### src/assert_macros.svh
// Assertion macros shared by the display converter modules.
`ifndef ASSERT_MACROS_SVH
`define ASSERT_MACROS_SVH

// A property checked at every rising edge outside of reset.
`define ASSERT_AT(lbl, clk, rst_n, prop, msg) \
  lbl: assert property (@(posedge clk) disable iff (!rst_n) (prop)) \
    else $error(msg);

// A condition that must be followed by an expected one in the next cycle.
`define ASSERT_NEXT(lbl, clk, rst_n, cond, expect_next, msg) \
  lbl: assert property (@(posedge clk) disable iff (!rst_n) (cond) |=> (expect_next)) \
    else $error(msg);

`endif

### src/erss_pkg.sv
package erss_pkg;

  localparam int ECHO_WIDTH_DEF = 16;

  // Range limits in microseconds of echo time.
  localparam int LIMIT_FINE = 580;
  localparam int LIMIT_MID  = 5800;
  // Above this echo time the coarse range shows more than 9999.
  localparam int LIMIT_OVF  = 58000;

  localparam logic [9:0] SCALE_FINE   = 10'd1000;
  localparam logic [9:0] SCALE_MID    = 10'd100;
  localparam logic [9:0] SCALE_COARSE = 10'd10;

  localparam logic [2:0] POINT_FINE   = 3'd4;
  localparam logic [2:0] POINT_MID    = 3'd3;
  localparam logic [2:0] POINT_COARSE = 3'd2;

  // Scaled echo is kept below 58 * 10000, so 20 bits hold it.
  localparam int PROD_W = 20;
  localparam int ECHO_CLIP_W = 16;

  // floor(p / 58) as (p * ceil(2^26 / 58)) >> 26, exact for p < 2^20.
  localparam int          DIV58_SHIFT = 26;
  localparam int          DIV58_MUL_W = 21;
  localparam logic [20:0] DIV58_MUL   = 21'd1157050;

  localparam int          VALUE_W    = 14;
  localparam logic [13:0] MAX_SHOWN  = 14'd9999;

  // floor(v / 100) for v < 10000.
  localparam int          DIV100_SHIFT = 20;
  localparam logic [13:0] DIV100_MUL   = 14'd10486;
  localparam logic [13:0] HUNDRED      = 14'd100;

  // floor(x / 10) for x < 100.
  localparam int          DIV10_SHIFT = 10;
  localparam logic [6:0]  DIV10_MUL   = 7'd103;
  localparam logic [6:0]  TEN         = 7'd10;

  localparam logic [3:0]  DIGIT_MAX   = 4'd9;
  localparam int          DIGITS      = 4;
  localparam int          PAIR_W      = 7;

  typedef struct packed {
    logic [VALUE_W-1:0] value;
    logic [2:0]         point;
    logic               ovf;
  } scaled_t;

  typedef struct packed {
    logic [DIGITS-1:0][3:0] digit;
    logic [2:0]             point;
    logic                   ovf;
  } digits_t;

  typedef struct packed {
    logic [DIGITS-1:0][3:0] digit;
    logic [DIGITS-1:0][7:0] seg;
    logic [2:0]             point;
    logic                   ovf;
  } disp_t;

  // Segments a..g in bits 0..6.
  function automatic logic [6:0] seg_of_digit(input logic [3:0] d);
    logic [6:0] s;
    unique case (d)
      4'd0:    s = 7'h3F;
      4'd1:    s = 7'h06;
      4'd2:    s = 7'h5B;
      4'd3:    s = 7'h4F;
      4'd4:    s = 7'h66;
      4'd5:    s = 7'h6D;
      4'd6:    s = 7'h7D;
      4'd7:    s = 7'h07;
      4'd8:    s = 7'h7F;
      4'd9:    s = 7'h6F;
      default: s = 7'h00;
    endcase
    return s;
  endfunction

endpackage

### src/erss_scale.sv
`include "assert_macros.svh"

module erss_scale #(
  parameter int ECHO_WIDTH = erss_pkg::ECHO_WIDTH_DEF
) (
  input  logic                  clk,
  input  logic                  rst_n,
  input  logic                  in_valid,
  output logic                  in_ready,
  input  logic [ECHO_WIDTH-1:0] in_echo,
  output logic                  out_valid,
  input  logic                  out_ready,
  output erss_pkg::scaled_t     out_data
);

  localparam int W_CMP = (ECHO_WIDTH > erss_pkg::ECHO_CLIP_W) ?
                         ECHO_WIDTH : erss_pkg::ECHO_CLIP_W;
  localparam int MUL58_W = erss_pkg::PROD_W + erss_pkg::DIV58_MUL_W;

  logic [W_CMP-1:0]                 echo_x;
  logic [9:0]                       scale;
  logic [2:0]                       point_nxt;
  logic                             ovf_nxt;
  logic [erss_pkg::ECHO_CLIP_W-1:0] echo_clip;
  logic [erss_pkg::PROD_W-1:0]      p_nxt;

  logic                        s1_v_r;
  logic [erss_pkg::PROD_W-1:0] s1_p_r;
  logic [2:0]                  s1_point_r;
  logic                        s1_ovf_r;
  logic                        s1_rdy;

  logic [MUL58_W-1:0]             prod58;
  erss_pkg::scaled_t              s2_nxt;
  logic                           s2_v_r;
  erss_pkg::scaled_t              s2_r;
  logic                           s2_rdy;

  assign s2_rdy   = !s2_v_r || out_ready;
  assign s1_rdy   = !s1_v_r || s2_rdy;
  assign in_ready = s1_rdy;

  // Stage one: range select and scaling by a power of ten.
  always_comb begin
    echo_x  = W_CMP'(in_echo);
    ovf_nxt = (echo_x >= W_CMP'(erss_pkg::LIMIT_OVF));
    if (echo_x < W_CMP'(erss_pkg::LIMIT_FINE)) begin
      scale     = erss_pkg::SCALE_FINE;
      point_nxt = erss_pkg::POINT_FINE;
    end else if (echo_x < W_CMP'(erss_pkg::LIMIT_MID)) begin
      scale     = erss_pkg::SCALE_MID;
      point_nxt = erss_pkg::POINT_MID;
    end else begin
      scale     = erss_pkg::SCALE_COARSE;
      point_nxt = erss_pkg::POINT_COARSE;
    end
    // Saturated items need no product; zero keeps the multiplier in range.
    echo_clip = ovf_nxt ? '0 : echo_x[erss_pkg::ECHO_CLIP_W-1:0];
    p_nxt     = erss_pkg::PROD_W'(echo_clip) * erss_pkg::PROD_W'(scale);
  end

  always_ff @(posedge clk) begin
    if (!rst_n) begin
      s1_v_r <= 1'b0;
    end else if (s1_rdy) begin
      s1_v_r <= in_valid;
    end
  end

  always_ff @(posedge clk) begin
    if (s1_rdy) begin
      s1_p_r     <= p_nxt;
      s1_point_r <= point_nxt;
      s1_ovf_r   <= ovf_nxt;
    end
  end

  // Stage two: divide by 58 through a reciprocal multiply, then saturate.
  always_comb begin
    prod58       = MUL58_W'(s1_p_r) * MUL58_W'(erss_pkg::DIV58_MUL);
    s2_nxt.value = s1_ovf_r ? erss_pkg::MAX_SHOWN :
                   prod58[erss_pkg::DIV58_SHIFT +: erss_pkg::VALUE_W];
    s2_nxt.point = s1_point_r;
    s2_nxt.ovf   = s1_ovf_r;
  end

  always_ff @(posedge clk) begin
    if (!rst_n) begin
      s2_v_r <= 1'b0;
    end else if (s2_rdy) begin
      s2_v_r <= s1_v_r;
    end
  end

  always_ff @(posedge clk) begin
    if (s2_rdy) begin
      s2_r <= s2_nxt;
    end
  end

  assign out_valid = s2_v_r;
  assign out_data  = s2_r;

  `ASSERT_AT(a_value_in_range, clk, rst_n, s2_v_r |-> (s2_r.value <= erss_pkg::MAX_SHOWN), "scaled value above 9999")
  `ASSERT_AT(a_ovf_coarse, clk, rst_n, (s2_v_r && s2_r.ovf) |-> ((s2_r.point == erss_pkg::POINT_COARSE) && (s2_r.value == erss_pkg::MAX_SHOWN)), "overflow outside the coarse range or not saturated")

endmodule

### src/erss_digits.sv
`include "assert_macros.svh"

module erss_digits (
  input  logic              clk,
  input  logic              rst_n,
  input  logic              in_valid,
  output logic              in_ready,
  input  erss_pkg::scaled_t in_data,
  output logic              out_valid,
  input  logic              out_ready,
  output erss_pkg::digits_t out_data
);

  localparam int MUL100_W = 2 * erss_pkg::VALUE_W;
  localparam int MUL10_W  = 2 * erss_pkg::PAIR_W;

  // Stage three: hundreds part.
  logic [MUL100_W-1:0]         prod100;
  logic [erss_pkg::PAIR_W-1:0] q_nxt;
  logic                        s3_v_r;
  logic                        s3_rdy;
  logic [erss_pkg::PAIR_W-1:0] s3_q_r;
  erss_pkg::scaled_t           s3_r;

  // Stage four: remainder below one hundred.
  logic [erss_pkg::VALUE_W-1:0] rem_full;
  logic                         s4_v_r;
  logic                         s4_rdy;
  logic [erss_pkg::PAIR_W-1:0]  s4_hi_r;
  logic [erss_pkg::PAIR_W-1:0]  s4_lo_r;
  logic [2:0]                   s4_point_r;
  logic                         s4_ovf_r;

  // Stage five: tens and units of each half.
  logic [MUL10_W-1:0]           prod_hi;
  logic [MUL10_W-1:0]           prod_lo;
  logic [3:0]                   hi_tens;
  logic [3:0]                   lo_tens;
  logic [erss_pkg::PAIR_W-1:0]  hi_units;
  logic [erss_pkg::PAIR_W-1:0]  lo_units;
  erss_pkg::digits_t            s5_nxt;
  logic                         s5_v_r;
  logic                         s5_rdy;
  erss_pkg::digits_t            s5_r;

  assign s5_rdy   = !s5_v_r || out_ready;
  assign s4_rdy   = !s4_v_r || s5_rdy;
  assign s3_rdy   = !s3_v_r || s4_rdy;
  assign in_ready = s3_rdy;

  always_comb begin
    prod100 = MUL100_W'(in_data.value) * MUL100_W'(erss_pkg::DIV100_MUL);
    q_nxt   = prod100[erss_pkg::DIV100_SHIFT +: erss_pkg::PAIR_W];
  end

  always_ff @(posedge clk) begin
    if (!rst_n) begin
      s3_v_r <= 1'b0;
    end else if (s3_rdy) begin
      s3_v_r <= in_valid;
    end
  end

  always_ff @(posedge clk) begin
    if (s3_rdy) begin
      s3_q_r <= q_nxt;
      s3_r   <= in_data;
    end
  end

  always_comb begin
    rem_full = s3_r.value -
               erss_pkg::VALUE_W'(s3_q_r) * erss_pkg::HUNDRED;
  end

  always_ff @(posedge clk) begin
    if (!rst_n) begin
      s4_v_r <= 1'b0;
    end else if (s4_rdy) begin
      s4_v_r <= s3_v_r;
    end
  end

  always_ff @(posedge clk) begin
    if (s4_rdy) begin
      s4_hi_r    <= s3_q_r;
      s4_lo_r    <= rem_full[erss_pkg::PAIR_W-1:0];
      s4_point_r <= s3_r.point;
      s4_ovf_r   <= s3_r.ovf;
    end
  end

  always_comb begin
    prod_hi  = MUL10_W'(s4_hi_r) * MUL10_W'(erss_pkg::DIV10_MUL);
    prod_lo  = MUL10_W'(s4_lo_r) * MUL10_W'(erss_pkg::DIV10_MUL);
    hi_tens  = prod_hi[erss_pkg::DIV10_SHIFT +: 4];
    lo_tens  = prod_lo[erss_pkg::DIV10_SHIFT +: 4];
    hi_units = s4_hi_r - erss_pkg::PAIR_W'(hi_tens) * erss_pkg::TEN;
    lo_units = s4_lo_r - erss_pkg::PAIR_W'(lo_tens) * erss_pkg::TEN;
    s5_nxt.digit[3] = hi_tens;
    s5_nxt.digit[2] = hi_units[3:0];
    s5_nxt.digit[1] = lo_tens;
    s5_nxt.digit[0] = lo_units[3:0];
    s5_nxt.point    = s4_point_r;
    s5_nxt.ovf      = s4_ovf_r;
  end

  always_ff @(posedge clk) begin
    if (!rst_n) begin
      s5_v_r <= 1'b0;
    end else if (s5_rdy) begin
      s5_v_r <= s4_v_r;
    end
  end

  always_ff @(posedge clk) begin
    if (s5_rdy) begin
      s5_r <= s5_nxt;
    end
  end

  assign out_valid = s5_v_r;
  assign out_data  = s5_r;

  `ASSERT_NEXT(a_s3_advance, clk, rst_n, s3_v_r && s4_rdy, s4_v_r, "item lost between hundreds and remainder stages")

endmodule

### src/erss_segs.sv
`include "assert_macros.svh"

module erss_segs (
  input  logic              clk,
  input  logic              rst_n,
  input  logic              in_valid,
  output logic              in_ready,
  input  erss_pkg::digits_t in_data,
  output logic              out_valid,
  input  logic              out_ready,
  output erss_pkg::disp_t   out_data
);

  erss_pkg::disp_t disp_nxt;
  erss_pkg::disp_t disp_r;
  logic            v_r;
  logic            rdy;

  assign rdy      = !v_r || out_ready;
  assign in_ready = rdy;

  always_comb begin
    disp_nxt.digit = in_data.digit;
    disp_nxt.point = in_data.point;
    disp_nxt.ovf   = in_data.ovf;
    for (int i = 0; i < erss_pkg::DIGITS; i++) begin
      disp_nxt.seg[i] = {(in_data.point == 3'(i + 1)),
                         erss_pkg::seg_of_digit(in_data.digit[i])};
    end
  end

  always_ff @(posedge clk) begin
    if (!rst_n) begin
      v_r <= 1'b0;
    end else if (rdy) begin
      v_r <= in_valid;
    end
  end

  always_ff @(posedge clk) begin
    if (rdy) begin
      disp_r <= disp_nxt;
    end
  end

  assign out_valid = v_r;
  assign out_data  = disp_r;

  `ASSERT_AT(a_one_point, clk, rst_n, v_r |-> ($onehot({disp_r.seg[3][7], disp_r.seg[2][7], disp_r.seg[1][7], disp_r.seg[0][7]})), "decimal point not lit on exactly one digit")
  `ASSERT_AT(a_digits_decimal, clk, rst_n, v_r |-> ((disp_r.digit[0] <= erss_pkg::DIGIT_MAX) && (disp_r.digit[1] <= erss_pkg::DIGIT_MAX) && (disp_r.digit[2] <= erss_pkg::DIGIT_MAX) && (disp_r.digit[3] <= erss_pkg::DIGIT_MAX)), "digit above nine")
  `ASSERT_AT(a_ovf_nines, clk, rst_n, (v_r && disp_r.ovf) |-> ((disp_r.digit[0] == erss_pkg::DIGIT_MAX) && (disp_r.digit[3] == erss_pkg::DIGIT_MAX)), "saturated item does not show 9999")

endmodule

### src/echo_range_to_seven_segment_top.sv
// Throughput: one item per clock cycle while out_tready is high; each of the six register
// stages takes a new item whenever it is empty or its successor moves, so a stalled output
// loses nothing. The stage count is set by the divide-by-58 multiply and the three decimal
// split stages. Reset: synchronous, active low on rst_n; it clears all stage valid bits, so
// no result item is presented after reset until a new input item has been accepted.
module echo_range_to_seven_segment_top #(
  parameter int ECHO_WIDTH = erss_pkg::ECHO_WIDTH_DEF
) (
  input  logic                                clk,
  input  logic                                rst_n,
  input  logic                                in_tvalid,
  output logic                                in_tready,
  // in_tdata from bit 0 up: echo_us (ECHO_WIDTH bits), zero fill to whole bytes.
  input  logic [((ECHO_WIDTH + 7) / 8) * 8 - 1:0] in_tdata,
  output logic                                out_tvalid,
  input  logic                                out_tready,
  // out_tdata from bit 0 up: digit_1, digit_2, digit_3, digit_4 (4 bits each),
  // seg_1, seg_2, seg_3, seg_4 (8 bits each), point_position (3 bits), 5 zero bits.
  output logic [55:0]                         out_tdata,
  // out_tuser: overflow, set when the shown value was saturated at 9999.
  output logic                                out_tuser
);

  // Stage interconnect between the scaling, decimal split and segment parts.
  logic              sc_valid;
  logic              sc_ready;
  erss_pkg::scaled_t sc_data;
  logic              dg_valid;
  logic              dg_ready;
  erss_pkg::digits_t dg_data;
  erss_pkg::disp_t   disp;

  // Stages one and two pick the range (580 us and 5800 us limits), multiply by
  // the range scale and divide by 58 with a reciprocal multiply. Echo times of
  // 58000 us and more saturate the shown value at 9999.
  erss_scale #(
    .ECHO_WIDTH (ECHO_WIDTH)
  ) u_scale (
    .clk       (clk),
    .rst_n     (rst_n),
    .in_valid  (in_tvalid),
    .in_ready  (in_tready),
    .in_echo   (in_tdata[ECHO_WIDTH-1:0]),
    .out_valid (sc_valid),
    .out_ready (sc_ready),
    .out_data  (sc_data)
  );

  // Stages three to five take the value apart into four decimal digits.
  erss_digits u_digits (
    .clk       (clk),
    .rst_n     (rst_n),
    .in_valid  (sc_valid),
    .in_ready  (sc_ready),
    .in_data   (sc_data),
    .out_valid (dg_valid),
    .out_ready (dg_ready),
    .out_data  (dg_data)
  );

  // Stage six encodes the segments, merges the decimal point and is the
  // output register of the block.
  erss_segs u_segs (
    .clk       (clk),
    .rst_n     (rst_n),
    .in_valid  (dg_valid),
    .in_ready  (dg_ready),
    .in_data   (dg_data),
    .out_valid (out_tvalid),
    .out_ready (out_tready),
    .out_data  (disp)
  );

  assign out_tdata = {5'b0, disp.point,
                      disp.seg[3], disp.seg[2], disp.seg[1], disp.seg[0],
                      disp.digit[3], disp.digit[2], disp.digit[1], disp.digit[0]};
  assign out_tuser = disp.ovf;

endmodule
### config.mk
export PLATFORM = sky130hd
export DESIGN_NAME = echo_range_to_seven_segment_top
export DESIGN_NICKNAME = d
export VERILOG_FILES = /design/src/erss_pkg.sv /design/src/erss_scale.sv /design/src/erss_digits.sv /design/src/erss_segs.sv /design/src/echo_range_to_seven_segment_top.sv
export VERILOG_INCLUDE_DIRS = /design/src /design/src/src
export SDC_FILE = /design/constraint.sdc
export NUM_CORES = 1
export LEC_CHECK = 0
export ABC_AREA = 1
export BUFFER_PORTS_ARGS = -buffer_cell sky130_fd_sc_hd__buf_2
export CORE_ASPECT_RATIO = 1.5
export CORE_MARGIN = 4
export CORE_UTILIZATION = 30
export DETAILED_ROUTE_END_ITERATION = 10
export PLACE_DENSITY_LB_ADDON = 0.15
export SETUP_SLACK_MARGIN = 0.02
export SLEW_MARGIN = 5
export SYNTH_ARGS = -nofsm -noshare
export SYNTH_HDL_FRONTEND = slang
export SYNTH_SLANG_ARGS = --single-unit
### constraint.sdc
create_clock -name clk -period 13.9 [get_ports clk]
set_clock_uncertainty 0.2 [all_clocks]
set_input_delay 2.085 -clock clk [delete_from_list [all_inputs] [get_ports clk]]
set_output_delay 2.085 -clock clk [all_outputs]
set_load 0.01 [all_outputs]
==> results.json, run 1 <==
{
  "drv_slew": 0,
  "viasPerCell": 4.41,
  "fin_tns_setup_ns": 0,
  "post-route-period-util": 0.589,
  "synthCells": 2578,
  "r2r_end": "u_scale.out_data[13]$_SDFFCE_PP1P_",
  "status": "finished, final reports clean",
  "syn_area_per_cell_sq_um": 9.03,
  "criticalPathCategory": "input pin to flop",
  "core_area_sq_um": 76600,
  "tritoncts": "done",
  "syn-cell-area_sq_um": 23300,
  "startpoint": "in_tdata[14]",
  "worst_slew_pin_slew_ns": 0.899,
  "crit_fanout": 26,
  "ios": 79,
  "cts_hold_buf": 0,
  "antenna_left": 0,
  "start_util": 0.304,
  "rsz0062_at_grt": "no",
  "drt-total-wl_um": 58300,
  "grt_max_degree": 55,
  "post_cts_buffers": 0,
  "r2r_cells": 23,
  "diodes": 0,
  "drive_gt1_frac": 0.0522,
  "slew_headroom": 0.400,
  "cp-end-kind": "flop",
  "clock-sinks": 155,
  "detail_route.first_pass.iterations": 7,
  "synth_area_leader_cell": "fa_1",
  "area_growth_syn_to_layout_pct": 9.47,
  "synth_edf_count": 149,
  "critPathRequiredTime_ns": 13.92,
  "critPathCapture": "u_scale.s1_p_r[16]$_DFFE_PP_",
  "port_buffers": 73,
  "cp.arrival_ns": 8.20,
  "overflow": 0,
  "clk_latency_ns": 0.47,
  "wire_per_inst_um": 15.8,
  "die_h_um": 349,
  "cts.clk_slew.worst_paths_ns": 0.07,
  "drtIter0Drc": 624,
  "die_w_um": 235,
  "start_kind": "input pin",
  "synthArstFlopShare": 0,
  "antenna_found_initial": 0,
  "min_period_ns": 8.18,
  "final_core_util": 0.333,
  "grt_pass1_wl_um": 95200,
  "hold_viol": 0,
  "yosys-top-cells-area": "fa_1 26%, ha_1 24%, edfxtp_1 19%, inv_1 12%, nand2_1 6.8%",
  "place_hpwl_um": 52100,
  "globalRouteTotalUtil": 0.146,
  "seq_area_frac_synth": 0.197,
  "yosys.area.top_type_share": 0.257,
  "cts_max_level": 4,
  "gp_congestion": 0.866,
  "vias": 16293,
  "ys_ff_latch": 155,
  "drc_errors": 0,
  "yosys-top-cells-count": "718 x inv_1, 438 x ha_1, 424 x nand2_1",
  "ctsLongestPathBuffers": 2,
  "max_clock_freq_ghz": 0.122,
  "r2r_slack_ns": 7.32,
  "grt_pass1_vias": 17727,
  "row_count": 124,
  "fill_cells": 8048,
  "cts-buffers-inserted": 17,
  "synthFlopType": "edfxtp_1",
  "rr_startpoint": "u_scale.s1_p_r[10]$_DFFE_PP_",
  "setup_viol": 0,
  "synth_cell_types": 49,
  "nNetsFinal": 3427,
  "maxCapViolations": 0,
  "ctsResizeCount": 0,
  "synth_warnings": 0,
  "dieArea_sq_um": 82200,
  "synth_most_common_cell": "inv_1",
  "min_path_type": "flop to flop",
  "root_buffer": "clkbuf_16"
}
-- critical path, cell delays in order --
cell      delay, ns
buf_2          0.11
nor2_1         0.17
nand3_1        0.12
nor4_1         0.23
o21ai_0        0.14
nand2_1        0.65
nor2_1         0.39
inv_1          0.38
nand2_1        0.13
fa_1           0.55
inv_1          0.05
fa_1           0.49
inv_1          0.05
fa_1           0.47
inv_1          0.05
fa_1           0.47
ha_1           0.31
ha_1           0.36
nand3b_1       0.11
nand2_1        0.10
a21oi_1        0.22
o21ai_0        0.19
a21oi_1        0.21
inv_1          0.06
nand2_1        0.05
nand2_1        0.04
-- final cells by class --
cell class                      instances  area (sq um)  area share
Multi-Input combinational cell       1696         15900       0.624
Timing Repair Buffer                   76           388      0.0152
Clock buffer                           17           425      0.0167
Tap cell                             1008          1260      0.0495
Sequential cell                       155          4590       0.180
Clock inverter                         15           193     0.00756
Inverter                              724          2720       0.107
-- state kept, by name, indices dropped and copies added, names as in the netlist, 3 cells and up --
name and count:
u_scale.out_data 18, u_digits.s4_hi_r 7, u_scale.s1_point_r 3, u_digits.out_data 20
u_segs.out_data 52, u_digits.s3_r 11, u_digits.s4_lo_r 7, u_scale.s1_p_r 19
u_digits.s3_q_r 7, u_digits.s4_point_r 3
-- per-layer routing --
| metal | global-route usage | wire [um] | up-vias |
|---|---|---|---|
| li1 | - | - | 8115 |
| met1 | 0.159 | 22300 | 7905 |
| met2 | 0.297 | 33500 | 213 |
| met3 | 0.0167 | 1260 | 60 |
| met4 | 0.0380 | 1190 | 0 |
| met5 | 0 | 0 | - |
-- placed cells by master (no fill, tap or decap), drive strengths merged --
cell type	n
inv	730
ha	438
nand2	429
fa	299
nor2	178
edfxtp	149
a21oi	78
buf	76
nand3	69
o21ai	60
xor2	27
nor3	22
xnor2	17
clkbuf	17
nand4	15
o21bai	13
conb	12
clkinv	8
nand3b	7
dfxtp	6
or2	6
nor4	5
a211oi	4
o22ai	4
a21o	3
a31oi	3
o21a	2
o211ai	1
and3	1
a21boi	1
o2111ai	1
and2	1
clkinvlp	1
-- how the worst min path moves through the flow --
stage,start,end,slack [ns],cells past startpoint
final,u_digits.s3_r[2]$_DFFE_PP_,u_digits.s4_point_r[1]$_DFFE_PP_,0.22,0
after global placement,u_scale.out_data[1]$_DFFE_PP_,u_digits.s3_r[1]$_DFFE_PP_,0.20,0
after global routing,u_digits.s3_r[2]$_DFFE_PP_,u_digits.s4_point_r[1]$_DFFE_PP_,0.23,0
after CTS,u_digits.s3_r[1]$_DFFE_PP_,u_digits.s4_point_r[0]$_DFFE_PP_,0.22,0
after detailed placement,u_digits.s3_r[1]$_DFFE_PP_,u_digits.s4_point_r[0]$_DFFE_PP_,0.21,0
after floorplan,u_digits.s4_ovf_r$_DFFE_PP_,u_digits.out_data[0]$_DFFE_PP_,0.20,0
-- cells by family (layout without fill, tap and decap cells) --
logic type	after synthesis	in the layout	synth area share
flops	155	155	0.197
buf+inv	737	832	0.121
compound gates	170	170	0.0403
simple gates	733	733	0.132
xor+xnor	44	44	0.0166
fa+ha+maj	737	737	0.492
other cells	2	12	0.000323
-- stage by stage --
step / hold WS [ns] / cell area (sq um) / setup slack, ns / cells
after floorplan: 0.200 / 23300 / 6.52 / 2588
after global placement: 0.203 / 24900 / 5.26 / 3659
after detailed placement: 0.208 / 24900 / 5.26 / 3659
after CTS: 0.225 / 25500 / 5.76 / 3691
after global routing: 0.226 / 25500 / 5.16 / 3691
final: 0.222 / 25500 / 5.72 / 3691
Power of run 1 is left out: the tool's default activity adds up to more than one toggle a clock period on the data nets, which glitch-free logic cannot reach.
==> run 2: changes to the inputs <==
Settings changed: ABC_AREA 1 to 0.
Clock period 13.9 ns to 7.6 ns, I/O delays scaled along.
==> results.json, run 2 <==
{
  "antenna_found_initial": 0,
  "syn-cell-area_sq_um": 21300,
  "slew_headroom": 0.289,
  "r2r_end": "u_scale.out_data[16]$_SDFFCE_PP0P_",
  "start_kind": "flop",
  "cts-buffers-inserted": 17,
  "overflow": 0,
  "synth_top_family_by_area": "adder cells",
  "start_util": 0.303,
  "drc_errors": 0,
  "nNetsFinal": 2838,
  "core_area_sq_um": 70300,
  "fin_area_sq_um": 23500,
  "area_growth_syn_to_layout_pct": 10.3,
  "synthFlopType": "edfxtp_1",
  "setup_ws_ns": 0.638,
  "drv_slew": 0,
  "ys_ff_latch": 155,
  "yosys-top-cells-area": "fa_1 28%, ha_1 26%, edfxtp_1 21%, inv_1 10%, xnor2_1 2.2%",
  "max_clock_freq_ghz": 0.144,
  "r2r_slack_ns": 0.64,
  "fin_cells": 3001,
  "rr_startpoint": "u_scale.s1_p_r[12]$_DFFE_PP_",
  "min_path_cells": 0,
  "drt-total-wl_um": 45600,
  "ios": 79,
  "post-route-period-util": 0.916,
  "grt_pass1_vias": 14930,
  "diodes": 0,
  "port_buffers": 73,
  "dpl-instance-area_sq_um": 22900,
  "globalRouteTotalUtil": 0.128,
  "detail_route.first_pass.iterations": 4,
  "synth_compound_area_frac": 0.0530,
  "place_hpwl_um": 41300,
  "cts.clk_slew.worst_paths_ns": 0.07,
  "clk_latency_ns": 0.46,
  "synth.area.mux_share": 0.00188,
  "status": "finished, final reports clean",
  "final_common_cell": "inv_1",
  "post_cts_buffers": 0,
  "synth_area_leader_cell": "fa_1",
  "min_from": "u_digits.s3_r[1]$_DFFE_PP_",
  "critPathRequiredTime_ns": 7.58,
  "ctsResizeCount": 0,
  "cp-end-kind": "flop",
  "die_w_um": 226,
  "r2r_cells": 24,
  "pre_cts_slack_ns": 0.328,
  "grt_pass1_wl_um": 75800,
  "maxCapViolations": 0,
  "grt_max_degree": 53,
  "clock-sinks": 155,
  "syn_area_per_cell_sq_um": 10.8,
  "antenna_left": 0,
  "seq_area_frac_synth": 0.215,
  "dp.cells": 2969,
  "wl_met1_um": 15900,
  "setup_viol": 0,
  "synth_most_common_cell": "inv_1",
  "synthCells": 1982,
  "wl_met3_um": 761,
  "yosys-top-cells-count": "566 x inv_1, 438 x ha_1, 299 x fa_1",
  "cts_hold_buf": 0,
  "highest-signal-layer": "met4",
  "vias": 13140,
  "synthArstFlopShare": 0,
  "final_cell_mix": "565 x inv_1, 438 x ha_1, 299 x fa_1",
  "synth_warnings": 0,
  "fin_tns_setup_ns": 0,
  "seq_area_sq_um": 4590,
  "synth_xor_area_frac": 0.0300,
  "min_path_type": "flop to flop",
  "yosys.area.top_type_share": 0.281,
  "synth-adder-area-share": 0.538,
  "fill_cells": 7204,
  "root_buffer": "clkbuf_16",
  "drive_gt1_frac": 0.0678,
  "gp_congestion": 0.844,
  "criticalPathCategory": "flop to flop",
  "largest_register_ffs": 52,
  "synth-simple-area-share": 0.0554,
  "tritoncts": "done",
  "cts_max_level": 4,
  "hold-path-endpoint": "u_digits.s4_point_r[0]$_DFFE_PP_",
  "min_period_ns": 6.96,
  "hold_viol": 0,
  "multi_input_area_sq_um": 14500,
  "dieArea_sq_um": 75500,
  "rsz0062_at_grt": "no",
  "worst_slew_pin_slew_ns": 1.07,
  "synth_edf_count": 149,
  "cp.arrival_ns": 6.94,
  "drtIter0Drc": 298,
  "synth_cell_types": 64,
  "row_count": 119,
  "die_h_um": 335,
  "dr_wl_met2_um": 27300,
  "wire_per_inst_um": 15.2,
  "viasPerCell": 4.38,
  "ctsLongestPathBuffers": 2,
  "crit_fanout": 5
}
==> run 2: changes by cell type after synthesis, sizes merged, moves of 12 or more <==
cell    change
nand2     -358
inv       -157
nor2      -120
nand3      -47
a21oi      -36
xnor2      +36
nand2b     +21
o21ai      -19
nor2b      +18
a21o       +16
clkbuf     +15
and3       +13
nand4      -12
==> run 2: kinds of logic (layout without fill, tap and decap cells) <==
family | after synthesis | count (layout)
other cells | 2 | 12
simple gates | 245 | 245
mux | 4 | 4
xor+xnor | 73 | 73
fa+ha+maj | 737 | 737
buf+inv | 594 | 696
flops | 155 | 155
compound gates | 172 | 172
==> run 2: area by class of cell <==
cell class,instances,share of cell area
clock buffer,17,0.0181
clock inverter,15,0.00750
tap,907,0.0483
timing repair buffer,97,0.0232
sequential,155,0.195
multi-input combinational,1243,0.617
inverter,567,0.0905
==> run 2: through the flow <==
step / utilization / hold WS, ns
6_report: 0.334 / 0.220
3_3_place_gp: 0.326 / 0.201
3_5_place_dp: 0.326 / 0.206
5_1_grt: 0.334 / 0.229
4_1_cts: 0.334 / 0.220
2_1_floorplan: - / 0.200
==> run 2: worst max-delay path by stage <==
| stage | from | end | slack, ns | depth (start not counted) |
|---|---|---|---|---|
| 2_1_floorplan | in_tdata[3] | u_scale.s1_p_r[19]$_DFFE_PP_ | 0.73 | 24 |
| 3_3_place_gp | in_tdata[4] | u_scale.s1_p_r[18]$_DFFE_PP_ | 0.38 | 27 |
| 3_5_place_dp | in_tdata[4] | u_scale.s1_p_r[18]$_DFFE_PP_ | 0.33 | 27 |
| 4_1_cts | u_scale.s1_p_r[12]$_DFFE_PP_ | u_scale.out_data[16]$_SDFFCE_PP0P_ | 0.50 | 24 |
| 5_1_grt | u_scale.s1_p_r[9]$_DFFE_PP_ | u_scale.out_data[16]$_SDFFCE_PP0P_ | 0.24 | 24 |
| 6_report | u_scale.s1_p_r[12]$_DFFE_PP_ | u_scale.out_data[16]$_SDFFCE_PP0P_ | 0.64 | 24 |
==> run 2: worst max-delay path: stages, from the launching register on <==
cell and delay (ns):
edfxtp_1 0.58, inv_1 0.23, fa_1 0.52, inv_1 0.05, fa_1 0.45, ha_1 0.32, fa_1 0.51, inv_1 0.05
fa_1 0.47, inv_1 0.05, fa_1 0.53, inv_1 0.05, fa_1 0.50, inv_1 0.04, ha_1 0.27, o2111ai_1 0.20
nor2_1 0.15, nand3_1 0.12, a311oi_2 0.51, nor3_1 0.11, buf_4 0.17, o31ai_2 0.26, a21oi_1 0.12, xor2_1 0.14
nor2_1 0.05
==> run 2: metal layers <==
| layer | global-route usage | vias up |
|---|---|---|
| li1 | - | 6456 |
| met1 | 0.123 | 6463 |
| met2 | 0.270 | 153 |
| met3 | 0.0116 | 68 |
| met4 | 0.0488 | 0 |
| met5 | 0 | - |
Power of run 2 is left out for the same reason.
==> run 3: changes to the inputs <==
Settings changed: ABC_AREA 0 to 1.
==> results.json, run 3 (synthesized netlist as in run 1, its figures left out) <==
{
  "critPathRequiredTime_ns": 7.61,
  "max_clock_freq_ghz": 0.156,
  "cp.arrival_ns": 6.43,
  "cts.clk_slew.worst_paths_ns": 0.07,
  "cts-buffers-inserted": 17,
  "startpoint": "in_tdata[14]",
  "port_buffers": 73,
  "drc_errors": 0,
  "status": "finished, final reports clean",
  "final_cell_mix": "717 x inv_1, 438 x ha_1, 424 x nand2_1",
  "rr_startpoint": "u_scale.s1_p_r[12]$_DFFE_PP_",
  "viasPerCell": 4.38,
  "cts_hold_buf": 0,
  "grt_max_degree": 54,
  "setup_ws_ns": 1.18,
  "place_hpwl_um": 51900,
  "grt_pass1_wl_um": 94400,
  "globalRouteTotalUtil": 0.146,
  "rsz0062_at_grt": "no",
  "r2r_slack_ns": 1.25,
  "cts_max_level": 4,
  "pre_cts_slack_ns": 0.734,
  "post_cts_buffers": 0,
  "seq_area_sq_um": 4590,
  "slowest_stage": "fa_1",
  "dp.cells": 3665,
  "r2r_cells": 23,
  "gp_congestion": 0.880,
  "drt-total-wl_um": 58000,
  "crit_fanout": 11,
  "maxCapViolations": 0,
  "worst_hold_slack_ns": 0.219,
  "antenna_found_initial": 0,
  "core_area_sq_um": 76600,
  "diodes": 0,
  "die_w_um": 235,
  "slew_headroom": 0.413,
  "final_common_cell": "inv_1",
  "start_util": 0.304,
  "ios": 79,
  "hold_viol": 0,
  "setup_viol": 0,
  "drtIter0Drc": 606,
  "min_path_cells": 0,
  "detail_route.first_pass.iterations": 5,
  "overflow": 0,
  "antenna_left": 0,
  "start_kind": "input pin",
  "cp-end-kind": "flop",
  "clk_latency_ns": 0.46,
  "wire_per_inst_um": 15.7,
  "critPathCapture": "u_scale.s1_p_r[16]$_DFFE_PP_",
  "min_from": "u_digits.s3_q_r[5]$_DFFE_PP_",
  "row_count": 124,
  "dieArea_sq_um": 82200,
  "multi_input_area_sq_um": 15900,
  "area_growth_syn_to_layout_pct": 9.58,
  "min_path_type": "flop to flop",
  "fin_tns_setup_ns": 0,
  "drv_slew": 0,
  "post-route-period-util": 0.845,
  "vias": 16188,
  "r2r_end": "u_scale.out_data[13]$_SDFFCE_PP1P_",
  "crit_path_max_incr_delay_ns": 0.57,
  "tritoncts": "done",
  "fin_cells": 3697,
  "drive_gt1_frac": 0.0528,
  "ctsResizeCount": 0,
  "nNetsFinal": 3433,
  "min_period_ns": 6.42,
  "ctsLongestPathBuffers": 2,
  "grt_pass1_vias": 17494,
  "criticalPathCategory": "input pin to flop",
  "clock-sinks": 155,
  "largest_register_ffs": 52,
  "worst_slew_pin_slew_ns": 0.880,
  "root_buffer": "clkbuf_16",
  "die_h_um": 349,
  "fill_cells": 8192
}
==> run 3: cell count changes in the layout (fill, tap and decap cells not counted), moves of 36 or more <==
cell	change
nand3_1	+43
xnor2_1	-36
inv_1	+152
a21oi_1	+36
nor2_1	+113
nand2_1	+353
==> run 3: worst max-delay path: cells and delay by family <==
kind	cells	cell delay (ns)
AND/OR/NAND/NOR	10	1.08
buffers and inverters	7	0.81
adder cells (fa/ha/maj)	6	2.69
AO/OA/AOI/OAI	4	0.71
==> run 3: metal layers <==
layer,track usage,vias to the layer above,share of wire
li1,-,8114,-
met1,0.161,7819,0.39
met2,0.291,202,0.57
met5,0,-,0
met4,0.0403,0,0.024
met3,0.0172,53,0.020
==> run 3: how the worst min path moves through the flow <==
stage                                             to  slack [ns]
finish                 u_digits.s4_hi_r[5]$_DFFE_PP_        0.22
global route             u_digits.s4_ovf_r$_DFFE_PP_        0.22
CTS                 u_digits.s4_point_r[1]$_DFFE_PP_        0.22
detailed placement  u_digits.s4_point_r[1]$_DFFE_PP_        0.20
global placement    u_digits.s4_point_r[0]$_DFFE_PP_        0.20
floorplan             u_digits.out_data[0]$_DFFE_PP_        0.20
==> run 3: layout make-up <==
class / count / share of cell area
well taps: 1008 / 0.0494
clock inverters: 13 / 0.00652
inverters: 724 / 0.107
repair buffers: 82 / 0.0170
flip-flops and latches: 155 / 0.180
multi-input cells: 1696 / 0.623
clock buffers: 19 / 0.0170
==> run 3: metrics by stage <==
step / util / area, sq um
4_1_cts: 0.333 / 25500
2_1_floorplan: - / 23300
5_1_grt: 0.333 / 25500
3_3_place_gp: 0.325 / 24900
3_5_place_dp: 0.325 / 24900
6_report: 0.333 / 25500
Power of run 3 is left out for the same reason.
